## src/spq_pkg.sv

```systemverilog
// Shared types and sizing constants for the sorted priority queue.
package spq_pkg;

    localparam int CAPACITY = 256;
    localparam int CNT_W    = $clog2(CAPACITY + 1);
    localparam int SYM_W    = 8;
    localparam int PRI_W    = 32;
    localparam int HELD_W   = 9;

    localparam logic KIND_INSERT = 1'b0;
    localparam logic KIND_REMOVE = 1'b1;

    typedef struct packed {
        logic [SYM_W-1:0] sym;
        logic [PRI_W-1:0] pri;
    } entry_t;

    typedef struct packed {
        logic ins;
        logic rem;
    } cell_ctl_t;

endpackage

```

## src/spq_cell.sv

```systemverilog
// One slot of the sorted chain: holds an entry and shifts it left or right.
module spq_cell
(
    input  logic              clk,
    input  spq_pkg::cell_ctl_t ctl,
    input  spq_pkg::entry_t   new_entry,
    input  spq_pkg::entry_t   left_entry,
    input  spq_pkg::entry_t   right_entry,
    input  logic              go_left,
    input  logic              used,
    output spq_pkg::entry_t   entry,
    output logic              go
);
    import spq_pkg::*;

    entry_t entry_reg;
    entry_t entry_next;

    // Open this slot when it is empty or holds a priority not below the newcomer.
    assign go    = !used || (entry_reg.pri >= new_entry.pri);
    assign entry = entry_reg;

    always_comb
    begin
        entry_next = entry_reg;
        if (ctl.ins && go)
        begin
            // First open slot takes the newcomer, later ones shift right.
            entry_next = go_left ? left_entry : new_entry;
        end
        else if (ctl.rem)
        begin
            entry_next = right_entry;
        end
    end

    always_ff @(posedge clk)
    begin
        entry_reg <= entry_next;
    end

endmodule

```

## config.mk

```make
export PLATFORM = sky130hd
export DESIGN_NAME = spq_cell
export DESIGN_NICKNAME = d
export VERILOG_FILES = /design/src/spq_pkg.sv /design/src/spq_cell.sv
export SDC_FILE = /design/constraint.sdc
export NUM_CORES = 1
export LEC_CHECK = 0
export BUFFER_PORTS_ARGS = -buffer_cell sky130_fd_sc_hd__clkbuf_2
export CORE_MARGIN = 2
export CORE_UTILIZATION = 46
export DETAILED_ROUTE_END_ITERATION = 8
export PLACE_DENSITY = 0.82
export SLEW_MARGIN = 10
export SYNTH_ARGS = -nofsm -noshare
export SYNTH_HDL_FRONTEND = slang
export SYNTH_SLANG_ARGS = --single-unit
```

## constraint.sdc

```tcl
create_clock -name clk -period 4.2 [get_ports clk]
set_input_delay 0.63 -clock clk [delete_from_list [all_inputs] [get_ports clk]]
set_output_delay 0.63 -clock clk [all_outputs]
set_load 0.02 [all_outputs]
```

==> summary.md <==
| Metric | Value |
|---|---|
| IO Count | `166` |
| CTS clk-pin slew, worst paths | `about 0.070 ns` |
| Fin. max-slew vios | `0` |
| Fraction of registers with async set or reset after synthesis | `0` |
| Setup bufs post-CTS | `0` |
| Per-cell routed wire length | `13.9 um` |
| CP top delay family | `simple AND/OR/NAND/NOR gates` |
| First-pass DRT Iterations | `7` |
| Total Die Area | `7370 um^2` |
| Largest net degree at the start of global routing | `41` |
| Fin crit share | `0.766` |
| Worst R2R Start | `entry[0]` |
| Maximum clock rate | `approximately 310 MHz` |
| Slew Limit Headroom | `0.589` |
| Critical path depth | `9` |
| Max reg flops | `40` |
| CTS Sinks | `40` |
| Most frequent CP cell | `clkbuf_2` |
| Crit path time final | `3.22 ns` |
| EDFF count, synth | `40` |
| Worst path max stage delay | `roughly 0.5 ns` |
| P&R area growth vs syn | `31.2%` |
| Initial Util | `0.480` |
| Crit Path Class | `in -> out` |
| Post-CTS sizing | `0` |
| # setup viols final | `0` |
| CP required | `between 3 and 4 ns` |
| Worst slack, placed | `~0.85 ns` |
| CTS H-tree lvls | `2` |
| Seq/Total Area, Yosys | `0.390` |
| Antenna Cells | `0` |
| Failing checks | `DRC` |
| Top_reg_cell synth | `edfxtp_1` |
| Worst hold start | `right_entry[35]` |
| Worst Max-Slew Pin Slew | `slightly above 0.6 ns` |
| Nets@finish | `roughly 600` |
| Synth Register Bits | `40` |
| CTS tree | `yes` |
| Global-route wire length before repair | `roughly 12 mm` |
| Total Wirelength | `7.22 mm` |
| Vias in the first global route | `around 2600` |
| Status | `finished with violations` |
| Number of antenna violations at the first check in global routing | `0` |
| CTS root buf | `clkbuf_8` |
| Worst Setup End Kind | `output pin` |
| Vias per inst | `between 5 and 6` |
| Hold_buf cts | `0` |
| Area of the core | `6420 um^2` |
| Die Wd | `85.8 um` |
| VDD IR max | `between 0.1 and 0.15 mV` |
| RSZ-0062 raised after global routing | `false` |
| YS warnings | `0` |
| Slowest-stage cell, CP | `or4b_1` |
| Die Y | `roughly 86 um` |
| Hold Crit Class | `in -> reg` |
| CP bufs+invs | `3` |
| Count of cell types in the netlist | `30` |
| Worst Skew | `about 0.0033 ns` |
| Crit path arrival time | `around 2.6 ns` |
| Final setup margin | `roughly 0.98 ns` |
| Clk_lat worst skew | `between 0.2 and 0.3 ns` |
| Post-Syn Area | `3080 um^2` |
| Worst setup startpoint | `new_entry[15]` |
| CTS Buffer Depth | `2` |
| Gate count of the mapped netlist | `approximately 280` |
| Syn Nets | `433` |
| Antenna Nets Post-Route | `0` |
| Pwr dens | `294 nW/um^2` |
| Final hold vios | `0` |
| Crit-path cells | `clkbuf_2, inv_1, ha_1, nand4_1, nor3_1, or4b_1, a31oi_2, or3_1, clkbuf_2` |
| Max-cap viol count | `0` |
| Total gr overflow | `0` |
| Fillers | `around 550` |
| GRT Overall Usage | `0.201` |
| Peak fanout along the critical path | `3` |
| Post-DP HPWL | `~6.1 mm` |
| Worst Setup Start Kind | `input pin` |
| Via Count | `roughly 2600` |
| Worst hold stages | `2` |
| Row cnt | `29` |
| R2R depth | `9` |
| GP Congestion | `around 0.86` |
| Residual DRC | `11` |
| TNS Setup | `0 ns` |
| Initial DRC Count | `around 140` |
| Leak | `2.16 nW` |
| Layout cells sized above 1 | `0.515` |
| # port buffers | `about 170` |
| CTS buffer count | `5` |
| Synth Area per Inst | `~11 um^2` |
[path summary, 6_finish.rpt]
path | slack (ns) | end
worst max-delay path | 0.98 | go
worst min-delay path | 0.65 | entry[35]
worst max register to register | 1.24 | entry[11]
worst min register to register | 1.32 | entry[38]
[where the power goes]
group | total [mW] | leakage [nW] | internal [mW] | switching, mW
clock network | 0.235 | 0.0399 | 0.116 | 0.120
logic | 0.424 | 1.72 | 0.206 | 0.218
registers | 0.529 | 0.405 | 0.503 | 0.0257
[layout make-up]
type	count	area [um^2]	area share
tap	77	96.3	0.0238
sequential	40	1200	0.297
clock buffer	7	76.3	0.0189
multi-input combinational	191	1680	0.417
timing repair buffer	169	856	0.212
inverter	33	124	0.0307
clock inverter	1	3.75	0.000929
[stage by stage]
| step | power, mW | area, um^2 | cells | hold slack, ns | util |
|---|---|---|---|---|---|
| after CTS | 1.20 | 4040 | 518 | 0.636 | 0.629 |
| after global placement | 0.949 | 3960 | 510 | 0.933 | 0.617 |
| after floorplan | 0.818 | 3080 | 276 | 0.847 | - |
| after detailed placement | 0.965 | 3960 | 510 | 0.934 | 0.617 |
| final | 1.19 | 4040 | 518 | 0.646 | 0.629 |
| after global routing | 1.27 | 4040 | 518 | 0.626 | 0.629 |
[placed cells by master, fill, tap and decap left out, types with 2 or more instances in the layout]
cell	synthesis	layout
clkbuf_1	7	2
a21oi_1	8	8
mux2_4	39	39
nor3_1	2	2
clkbuf_2	0	165
a21o_1	3	3
nor2_1	3	3
ha_1	32	32
nand2_1	38	38
edfxtp_1	40	40
o21ai_0	34	34
mux2_2	10	10
clkbuf_8	0	5
nand4_1	5	5
or3_1	2	2
buf_4	0	4
inv_1	33	33
[routing by layer]
layer	wire, um	share of wire	GRT usage
met5	0	0	0
met4	103	0.014	0.0606
met3	580	0.080	0.0529
met2	3760	0.52	0.373
met1	2780	0.38	0.224
[Yosys cell counts, types with 4 or more instances]
cell type / count / share of area
ha_1: 32 / 0.13
inv_1: 33 / 0.040
o21ai_0: 34 / 0.055
nand2_1: 38 / 0.046
mux2_2: 10 / 0.037
nand4_1: 5 / 0.010
buf_6: 4 / 0.015
a21oi_1: 8 / 0.013
mux2_4: 39 / 0.19
clkbuf_1: 7 / 0.0085
edfxtp_1: 40 / 0.39
[kinds of logic (layout without fill, tap and decap cells)]
family | Yosys count | in the layout | share of synthesized area
simple gates | 58 | 58 | 0.0861
compound gates | 52 | 52 | 0.103
mux | 49 | 49 | 0.227
buf+inv | 45 | 210 | 0.0646
flops | 40 | 40 | 0.390
fa+ha+maj | 32 | 32 | 0.130
Power figures use the tool's default switching activity.
